[src/hdl/cncf_pkg.sv]
// Package for the console number and character formatter.
// Holds the item structs, command codes, ASCII constants and the controller/datapath
// interface types. Depends on nothing.
package cncf_pkg;

  localparam logic [1:0] CMD_RAW = 2'd0;
  localparam logic [1:0] CMD_HEX = 2'd1;
  localparam logic [1:0] CMD_DEC = 2'd2;

  localparam logic [7:0] ASCII_CR   = 8'h0D;
  localparam logic [7:0] ASCII_LF   = 8'h0A;
  localparam logic [7:0] ASCII_ZERO = 8'h30;
  localparam logic [7:0] ASCII_X    = 8'h78;

  typedef struct packed {
    logic [1:0]  cmd;
    logic [7:0]  char_code;
    logic [63:0] value;
  } in_item_t;

  typedef struct packed {
    logic [7:0] out_char;
    logic       last;
  } out_item_t;

  typedef enum logic [2:0] {
    SEL_CR,
    SEL_RAW,
    SEL_ZERO,
    SEL_X,
    SEL_DIGIT
  } char_sel_t;

  // Commands from the controller to the datapath.
  typedef struct packed {
    logic      load;
    logic      conv_step;
    logic      dec_load;
    logic      scan_step;
    logic      out_load;
    char_sel_t out_sel;
    logic      out_last;
  } dp_cmd_t;

  // Status from the datapath to the controller.
  typedef struct packed {
    logic in_lf;
    logic conv_last;
    logic digit_emit;
    logic rem_one;
    logic out_free;
  } dp_status_t;

  function automatic logic [7:0] digit_char(input logic [3:0] d);
    logic [7:0] c;
    case (d)
      4'h0: c = 8'h30;
      4'h1: c = 8'h31;
      4'h2: c = 8'h32;
      4'h3: c = 8'h33;
      4'h4: c = 8'h34;
      4'h5: c = 8'h35;
      4'h6: c = 8'h36;
      4'h7: c = 8'h37;
      4'h8: c = 8'h38;
      4'h9: c = 8'h39;
      4'hA: c = 8'h61;
      4'hB: c = 8'h62;
      4'hC: c = 8'h63;
      4'hD: c = 8'h64;
      4'hE: c = 8'h65;
      4'hF: c = 8'h66;
      default: c = 8'h30;
    endcase
    return c;
  endfunction

endpackage

[src/hdl/cncf_ctrl.sv]
// Sequencing state machine of the formatter.
// Drives dp_cmd_t commands into cncf_datapath and reads its dp_status_t; uses cncf_pkg.
module cncf_ctrl (
  input  logic                clk,
  input  logic                rst,
  input  logic                in_valid,
  input  logic [1:0]          in_cmd,
  output logic                in_stall,
  input  cncf_pkg::dp_status_t status,
  output cncf_pkg::dp_cmd_t    cmd
);
  import cncf_pkg::*;

  typedef enum logic [6:0] {
    S_IDLE  = 7'b0000001,
    S_CR    = 7'b0000010,
    S_RAW   = 7'b0000100,
    S_HEX0  = 7'b0001000,
    S_HEXX  = 7'b0010000,
    S_CONV  = 7'b0100000,
    S_DLOAD = 7'b1000000
  } state_t;

  // The digit scan runs as a small state machine of its own beside the main one.
  typedef enum logic [1:0] {
    SCAN_OFF = 2'b01,
    SCAN_ON  = 2'b10
  } scan_t;

  state_t state, state_next;
  scan_t  scan, scan_next;

  assign in_stall = (state != S_IDLE) || (scan == SCAN_ON);

  always_comb begin
    state_next    = state;
    scan_next     = scan;
    cmd           = '0;
    cmd.out_sel   = SEL_DIGIT;
    if (scan == SCAN_ON) begin
      if (status.digit_emit) begin
        if (status.out_free) begin
          cmd.out_load  = 1'b1;
          cmd.out_sel   = SEL_DIGIT;
          cmd.out_last  = status.rem_one;
          cmd.scan_step = 1'b1;
          if (status.rem_one) begin
            scan_next = SCAN_OFF;
          end
        end
      end else begin
        // Leading zero: drop it without using the output.
        cmd.scan_step = 1'b1;
      end
    end else begin
      case (state)
        S_IDLE: begin
          if (in_valid) begin
            cmd.load = 1'b1;
            case (in_cmd)
              CMD_RAW: state_next = status.in_lf ? S_CR : S_RAW;
              CMD_HEX: state_next = S_HEX0;
              CMD_DEC: state_next = S_CONV;
              default: state_next = S_IDLE;
            endcase
          end
        end
        S_CR: begin
          if (status.out_free) begin
            cmd.out_load = 1'b1;
            cmd.out_sel  = SEL_CR;
            state_next   = S_RAW;
          end
        end
        S_RAW: begin
          if (status.out_free) begin
            cmd.out_load = 1'b1;
            cmd.out_sel  = SEL_RAW;
            cmd.out_last = 1'b1;
            state_next   = S_IDLE;
          end
        end
        S_HEX0: begin
          if (status.out_free) begin
            cmd.out_load = 1'b1;
            cmd.out_sel  = SEL_ZERO;
            state_next   = S_HEXX;
          end
        end
        S_HEXX: begin
          if (status.out_free) begin
            cmd.out_load = 1'b1;
            cmd.out_sel  = SEL_X;
            state_next   = S_IDLE;
            scan_next    = SCAN_ON;
          end
        end
        S_CONV: begin
          cmd.conv_step = 1'b1;
          if (status.conv_last) begin
            state_next = S_DLOAD;
          end
        end
        S_DLOAD: begin
          cmd.dec_load = 1'b1;
          state_next   = S_IDLE;
          scan_next    = SCAN_ON;
        end
        default: state_next = S_IDLE;
      endcase
    end
  end

  always_ff @(posedge clk) begin
    if (rst) begin
      state <= S_IDLE;
      scan  <= SCAN_OFF;
    end else begin
      state <= state_next;
      scan  <= scan_next;
    end
  end

endmodule

[src/hdl/cncf_datapath.sv]
// Datapath of the formatter: value shifter, double-dabble BCD converter, digit scan
// register and the output register. Commanded by cncf_ctrl; uses cncf_pkg.
module cncf_datapath #(
  parameter int VALUE_WIDTH = 64
) (
  input  logic                 clk,
  input  logic                 rst,
  input  cncf_pkg::in_item_t   in_item,
  input  logic                 out_stall,
  output logic                 out_valid,
  output cncf_pkg::out_item_t  out_item,
  input  cncf_pkg::dp_cmd_t    cmd,
  output cncf_pkg::dp_status_t status
);
  import cncf_pkg::*;

  localparam int NIBBLES = (VALUE_WIDTH + 3) / 4;
  localparam int DIGITS  = (VALUE_WIDTH * 30103) / 100000 + 1;
  localparam int LEN     = (DIGITS > NIBBLES) ? DIGITS : NIBBLES;
  localparam int HW      = NIBBLES * 4;
  localparam int BW      = DIGITS * 4;
  localparam int LW      = LEN * 4;
  localparam int RW      = $clog2(LEN + 1);
  localparam int CW      = $clog2(VALUE_WIDTH + 1);

  logic [7:0]             raw_char;
  logic [VALUE_WIDTH-1:0] vsh;
  logic [BW-1:0]          bcd;
  logic [BW-1:0]          bcd_adj;
  logic [CW-1:0]          conv_cnt;
  logic [LW-1:0]          dig;
  logic [RW-1:0]          rem;
  logic                   started;
  logic [3:0]             top;
  logic [HW-1:0]          hex_pad;
  logic                   top_nz;

  assign top     = dig[LW-1 -: 4];
  assign top_nz  = (top != 4'h0);
  assign hex_pad = HW'(in_item.value[VALUE_WIDTH-1:0]);

  // Add three to every BCD digit of five or more before the shift.
  always_comb begin
    for (int i = 0; i < DIGITS; i++) begin
      bcd_adj[i*4 +: 4] = (bcd[i*4 +: 4] >= 4'd5) ? bcd[i*4 +: 4] + 4'd3 : bcd[i*4 +: 4];
    end
  end

  assign status.in_lf      = (in_item.char_code == ASCII_LF);
  assign status.conv_last  = (conv_cnt == CW'(1));
  assign status.rem_one    = (rem == RW'(1));
  assign status.digit_emit = started || top_nz || (rem == RW'(1));
  assign status.out_free   = !out_valid || !out_stall;

  always_ff @(posedge clk) begin
    if (cmd.load) begin
      raw_char <= in_item.char_code;
      vsh      <= in_item.value[VALUE_WIDTH-1:0];
      bcd      <= '0;
      dig      <= LW'(hex_pad) << ((LEN - NIBBLES) * 4);
    end else begin
      if (cmd.conv_step) begin
        vsh <= vsh << 1;
        bcd <= {bcd_adj[BW-2:0], vsh[VALUE_WIDTH-1]};
      end
      if (cmd.dec_load) begin
        dig <= LW'(bcd) << ((LEN - DIGITS) * 4);
      end else if (cmd.scan_step) begin
        dig <= dig << 4;
      end
    end
    if (cmd.out_load) begin
      out_item.last <= cmd.out_last;
      case (cmd.out_sel)
        SEL_CR:    out_item.out_char <= ASCII_CR;
        SEL_RAW:   out_item.out_char <= raw_char;
        SEL_ZERO:  out_item.out_char <= ASCII_ZERO;
        SEL_X:     out_item.out_char <= ASCII_X;
        SEL_DIGIT: out_item.out_char <= digit_char(top);
        default:   out_item.out_char <= ASCII_ZERO;
      endcase
    end
  end

  always_ff @(posedge clk) begin
    if (rst) begin
      out_valid <= 1'b0;
      conv_cnt  <= '0;
      rem       <= '0;
      started   <= 1'b0;
    end else begin
      if (cmd.out_load) begin
        out_valid <= 1'b1;
      end else if (!out_stall) begin
        out_valid <= 1'b0;
      end
      if (cmd.load) begin
        conv_cnt <= CW'(VALUE_WIDTH);
        rem      <= RW'(NIBBLES);
        started  <= 1'b0;
      end else begin
        if (cmd.conv_step) begin
          conv_cnt <= conv_cnt - CW'(1);
        end
        if (cmd.dec_load) begin
          rem     <= RW'(DIGITS);
          started <= 1'b0;
        end else if (cmd.scan_step) begin
          rem     <= rem - RW'(1);
          started <= started || top_nz;
        end
      end
    end
  end

endmodule

[src/hdl/console_number_char_formatter_top.sv]
// Console number and character formatter, one character item per cycle at most.
// A raw item gives its character, a line feed preceded by a carriage return; a hex item
// gives "0x" and then the nibbles of VALUE_WIDTH without leading zeros; a decimal item runs
// double-dabble over every value bit, loads the BCD digits and gives them without leading
// zeros; an unused selector is taken and dropped. A stalled output register holds a character
// back. A new item is taken in the cycle after the last character enters the output register.
// Synchronous reset clears the state machines and output valid; no memory to clear.
module console_number_char_formatter_top #(
  parameter int VALUE_WIDTH = 64
) (
  input  logic                clk,
  input  logic                rst,
  input  logic                in_valid,
  output logic                in_stall,
  input  cncf_pkg::in_item_t  in_item,
  output logic                out_valid,
  input  logic                out_stall,
  output cncf_pkg::out_item_t out_item
);
  import cncf_pkg::*;

  dp_cmd_t    dp_cmd;
  dp_status_t dp_status;

  cncf_ctrl u_ctrl (
    .clk      (clk),
    .rst      (rst),
    .in_valid (in_valid),
    .in_cmd   (in_item.cmd),
    .in_stall (in_stall),
    .status   (dp_status),
    .cmd      (dp_cmd)
  );

  cncf_datapath #(
    .VALUE_WIDTH (VALUE_WIDTH)
  ) u_datapath (
    .clk       (clk),
    .rst       (rst),
    .in_item   (in_item),
    .out_stall (out_stall),
    .out_valid (out_valid),
    .out_item  (out_item),
    .cmd       (dp_cmd),
    .status    (dp_status)
  );

endmodule

[config.mk]
export PLATFORM = sky130hd
export DESIGN_NAME = console_number_char_formatter_top
export DESIGN_NICKNAME = d
export VERILOG_FILES = /design/src/hdl/cncf_pkg.sv /design/src/hdl/cncf_ctrl.sv /design/src/hdl/cncf_datapath.sv /design/src/hdl/console_number_char_formatter_top.sv
export SDC_FILE = /design/constraint.sdc
export NUM_CORES = 1
export LEC_CHECK = 0
export BUFFER_PORTS_ARGS = -buffer_cell sky130_fd_sc_hd__buf_2
export CAP_MARGIN = 20
export CORE_ASPECT_RATIO = 0.8
export CORE_UTILIZATION = 45
export DETAILED_ROUTE_END_ITERATION = 6
export PLACE_DENSITY = 0.6
export SYNTH_ARGS = -nofsm -noshare
export SYNTH_HDL_FRONTEND = slang
export SYNTH_SLANG_ARGS = --single-unit
[constraint.sdc]
create_clock -name clk -period 4.7 [get_ports clk]
set_clock_uncertainty 0.1 [all_clocks]
set_input_delay 0.94 -clock clk [delete_from_list [all_inputs] [get_ports clk]]
set_output_delay 0.94 -clock clk [all_outputs]
set_load 0.01 [all_outputs]
---- After elaboration in Yosys (flattened, before gate mapping) ----
Memories as Yosys holds them, arrays and structs flattened. A register that Yosys moved wholly into a read port is not among the register bits.
Cells that the tools add are included.
storage, ports and cells
  register bits ........................... 264
  logic and storage cells ................. 169
  memory bits (read-only) ................. 96
  memories kept ........................... 1
  output and inout port bits .............. 11
cells by class
  bitwise gates (word level) .............. 1
  muxes and demuxes ....................... 64
  equality and inequality tests ........... 27
  order comparisons ....................... 20
  $add $sub $neg .......................... 22
  reduce and logical (&&, ||, !) cells .... 18
memories
  name             words  bits a word  rd ports  clocked after Yosys merged registers in  write ports  line            text
  (no name shown)  16     6            1         1                                        0            cncf_pkg.sv:56  case (d)
operators by type and width
  cell                                                               number
  two-way mux 80 bit                                                 3
  two-way mux 64 bit                                                 2
  two-way mux 4 bit                                                  23
  greater-or-equal comparator 4 x 3 -> 1 bit, second input constant  20
  adder 4 x 2 -> 4 bit, second input constant                        19
  two-way mux 7 bit                                                  7
  one-hot mux 7 bit (5 select lines)                                 1
  one-hot mux 8 bit (4 select lines)                                 1
  two-way mux 5 bit                                                  6
  one-hot mux 7 bit (3 select lines)                                 1
  one-hot mux 4 bit (4 select lines)                                 1
  == test 7 x 1 -> 1 bit, second input constant                      2
  != test 2 bit, second input constant                               7
  two-way mux 2 bit                                                  5
  two-way mux 1 bit                                                  9
  two-way mux 3 bit                                                  3
  == test 8 x 4 -> 1 bit, second input constant                      1
  == test 7 x 2 -> 1 bit, second input constant                      1
  == test 7 x 3 -> 1 bit, second input constant                      1
  == test 7 x 4 -> 1 bit, second input constant                      1
  == test 7 x 5 -> 1 bit, second input constant                      1
  == test 7 x 6 -> 1 bit, second input constant                      1
  == test 7 bit, second input constant                               1
  != test 7 x 1 -> 1 bit, second input constant                      1
  24 further kinds                                                   34

---- Depth between registers and ports, before layout ----
  word-level depth ........................ 9
  depth in mapped cells ................... 12
  mapped depth without buffers ............ 11

---- Hierarchy ----
From an unflattened synthesis, not the netlist that was laid out.
second synthesis, totals
  cell total of the unflattened synthesis .. 1343
  area total of the unflattened synthesis .. 13341.5 µm²
by module, submodules not included
  module         cells each  seq. area each (µm²)  instances  area each (µm²)
  cncf_datapath  1247        6676.4                1          12549.5
  cncf_ctrl      96          180.2                 1          792.0

---- Least setup slack after synthesis ----
No wires, ideal clock.
  kind .................................... input port to flip-flop
  from .................................... in out_stall
  to ...................................... reg u_datapath.dig[16] (enable)
  path slack .............................. 0.546 ns
  library setup time ...................... 0.853 ns
  cell stages on the path ................. 5
  data required time ...................... 3.747 ns
  data arrival time ....................... 3.201 ns
  cell sequence ........................... and2_1 > o31ai_2 > nand2_1 > buf_1 > nand3_1
between the ends
  word-level cells in the longest chain between the ends .. 6
ends and longest elaborated chain
  element                       line                                     text
  start: declaration            console_number_char_formatter_top.sv:17  input logic out_stall,
  logical NOT 1 bit             cncf_datapath.sv:53                      assign status.out_free = !out_valid || !out_stall;
  logical OR 1 bit              cncf_datapath.sv:53
  two-way mux 6 bit             cncf_ctrl.sv:42                          if (status.out_free) begin
  two-way mux 1 bit             cncf_ctrl.sv:41                          if (status.digit_emit) begin
  two-way mux 1 bit             cncf_ctrl.sv:40                          if (scan == SCAN_ON) begin
  nonzero test 3 bit (no line)  n/a
  end signal: assignment        cncf_datapath.sv:60                      dig <= LW'(hex_pad) << ((LEN - NIBBLES) * 4);
  end signal: assignment        cncf_datapath.sv:67                      dig <= LW'(bcd) << ((LEN - DIGITS) * 4);
  end signal: assignment        cncf_datapath.sv:69                      dig <= dig << 4;
  end: declaration              cncf_datapath.sv:31                      logic [LW-1:0] dig;
No other way between the ends.
A chain may end at the register's enable or synchronous reset.

==> impl_results.md <==
- Status: finished with violations
- Failing checks: DRC
- Vias per cell: 5.315
- Hold Buf Count CTS: 0
- Async SR Flop Fraction: 0
- Initial Util: 0.4595
- Min Hold Slack: 0.3610 ns
- Via count: 9950
- Synth top cells by count: nand2_1 (327), a21oi_1 (146), edfxtp_1 (145)
- Layout fillers: 2630
- GP Congestion: 0.7889
- Worst slew pin tran: 0.9770 ns
- Worst min path class: flop to flop
- Vias in the first global route: 9159
- Critical path endpoint category: flop
- Clk_lat worst skew: 0.54 ns
- Final net count: 1604
- First-pass GRT wire length: 46420 um
- Final hold violation count: 0
- Boundary Pins: 89
- Final WL: 28230 um
- Clock root cell: clkbuf_16
- Hold Path Origin: u_datapath.dig[7]
- Rel. slew slack: 0.3486
- Die Wd: 192.5 um
- Placeable Area: 28420 sq um
- VDD IR-drop max: 350.6 uV
- Post-cts gate resize count: 0
- Crit-path max FO: 40
- Main synth FF type: edfxtp_1
- H-tree depth: 1
- CTS tree: built
- Seq/Total Area, Yosys: 0.5251
- Leading area contributor after synthesis: edfxtp_1
- Layout cells sized above 1: 0.1065
- Drc violations: 4
- Setup Crit Path Kind: flop to flop
- Max Cap Viol: 0
- Clock Sinks: 270
- Hold path depth: 2
- Total Routing Usage GR: 0.1906
- Final setup viols: 0
- Total number of yosys warnings: 0
- FP Rows: 55
- Mapped Area: 13060 sq um
- Worst-path clk slew: 0.07 ns
- Reg-to-Reg Start: u_ctrl.state[3]
- DIE AREA: 29710 sq um
- Synth area leaders: edfxtp_1 (33%), dfxtp_1 (19%), nand2_1 (9.4%), a21oi_1 (5.6%), o21ai_0 (4.9%)
- Dpl hpwl: 18060 um
- Initial DRC Count: 683
- Post-synth cell types: 61
- Area delta synth->final: 12.97%
- Clock Path Buffers: 3
- Routed WL per cell: 15.08 um
- Power Density: 532.7 nW/um^2
- GRT overflow: 0
- Die height: 154.4 um
- Non-Filler Instances: 1872
- Port Buffers: 88
- Pleak: 5.561 nW
- Antenna Violating Nets Remaining: 0
- Final worst-path cycle share: 0.7737
- Dpl cells: 1820
- Top-area cell type share of the netlist area: 0.3334
- Setup TNS: 0 ns
- Flop and latch count out of synthesis: 270
- EDFF count, synth: 145
- Largest net degree at the start of global routing: 203
- Top-count cell post-synth: nand2_1
- Num CTS Buffers: 28
- Gate Count Post-Synth: 1429
- Fmax: 275.0 MHz
- Worst r2r path cells: 9
- First-pass DRT Iterations: 7
- Syn_nets: 1553
- Startpoint types: flop
- Syn avg cell area: 9.138 sq um
- RSZ-0062 raised after global routing: false
- Worst R2R Setup Slack: 1.06 ns
- Hold Crit Endpoint: u_datapath.dig[7]
- Arr. time, crit path: 4.01 ns
- Diodes inserted: 0
- Antenna violations before repair: 0
- CP required: 5.08 ns
- Setup bufs post-CTS: 0
- Max Slew Vio Count: 0
- Post-layout minimum cycle time: 3.636 ns
[critical path, cell delays in order (launching register included)]
cell and delay, ns:
dfxtp_1 0.48, nor2_1 0.46, nand4_4 0.70, o21ai_1 0.56
mux2i_1 0.24, o21a_1 0.24, ha_1 0.28, a2111oi_0 0.31
a211oi_1 0.08, a21oi_1 0.12
[metal layers]
layer  track usage  part of all wire  vias up
met5             0                 0        -
met4       0.04012             0.016        0
met3       0.02519             0.036       36
met2        0.2864              0.43      137
met1        0.2907              0.51     4699
li1              -                 -     5078
[state kept, by name, summed over array words and instances, names as in the netlist, 2 cells and up, named ones only]
signal               cells
u_ctrl.state             7
u_datapath.raw_char      8
u_ctrl.scan              2
u_datapath.conv_cnt      7
u_datapath.bcd          80
u_datapath.out_item      9
u_datapath.vsh          64
u_datapath.dig          80
u_datapath.rem           5
[worst max-delay path by stage]
| stage | startpoint | to | slack [ns] | depth (start not counted) |
|---|---|---|---|---|
| 2_1_floorplan | out_stall | u_datapath.dig[16] | 0.55 | 5 |
| 3_3_place_gp | u_ctrl.state[3] | flop | 1.21 | 9 |
| 3_5_place_dp | u_ctrl.state[3] | flop | 1.11 | 9 |
| 4_1_cts | u_ctrl.state[3] | flop | 1.08 | 9 |
| 5_1_grt | u_ctrl.state[3] | flop | 0.77 | 9 |
| 6_report | u_ctrl.state[3] | flop | 1.06 | 9 |
[per-stage QoR]
| step | util | instance area, sq um | power [mW] | setup slack, ns |
|---|---|---|---|---|
| after global placement | 0.4844 | 13770 | 5.549 | 1.207 |
| after CTS | 0.5191 | 14750 | 7.965 | 1.081 |
| after floorplan | - | 13060 | 5.023 | 0.5460 |
| after global routing | 0.5191 | 14750 | 8.354 | 0.7692 |
| after detailed placement | 0.4844 | 13770 | 5.601 | 1.108 |
| final | 0.5191 | 14750 | 7.859 | 1.064 |
[area by class of cell]
cell class / instances / area [sq um] / share of cell area
Clock buffer: 35 / 810.8 / 0.05496
Clock inverter: 17 / 175.2 / 0.01187
Inverter: 55 / 211.5 / 0.01433
Multi-Input combinational cell: 1026 / 5700 / 0.3864
Sequential cell: 270 / 6857 / 0.4648
Tap cell: 370 / 462.9 / 0.03138
Timing Repair Buffer: 99 / 535.5 / 0.03630
[report_power, final]
group,switching [mW],total [mW],internal (mW)
clock network,0.952,2.34,1.39
registers,0.230,3.59,3.36
logic,1.30,1.93,0.621
[layout by cell type, fill, tap and decap left out, drive strengths merged, types with 2 or more instances in the layout]
master	n
nor4b	4
o21a	2
and3	3
a21oi	146
o2111ai	3
edfxtp	145
ha	46
bufinv	3
nand4	2
nor2	109
a31oi	3
buf	99
a22oi	5
clkbuf	35
nor2b	8
nand3	31
a211o	3
nor4	5
clkinv	9
dfxtp	125
nor3	15
or4	7
a2111oi	3
o211ai	7
a211oi	30
mux2i	33
and2	3
xor2	8
nor3b	15
inv	56
clkinvlp	4
o21ai	128
nand2b	20
xnor2	25
o21bai	6
o31ai	2
a311oi	7
or3	5
nand2	327
nand4b	2
[cells by family (layout without fill, tap and decap cells)]
family,Yosys count,in the layout,synth area share
fa+ha+maj,46,46,0.04407
mux,34,34,0.02616
simple gates,560,560,0.1877
compound gates,353,353,0.1540
flops,270,270,0.5251
buf+inv,133,206,0.04091
xor+xnor,33,33,0.02213
No activity file was read; power rests on OpenSTA's default activity.
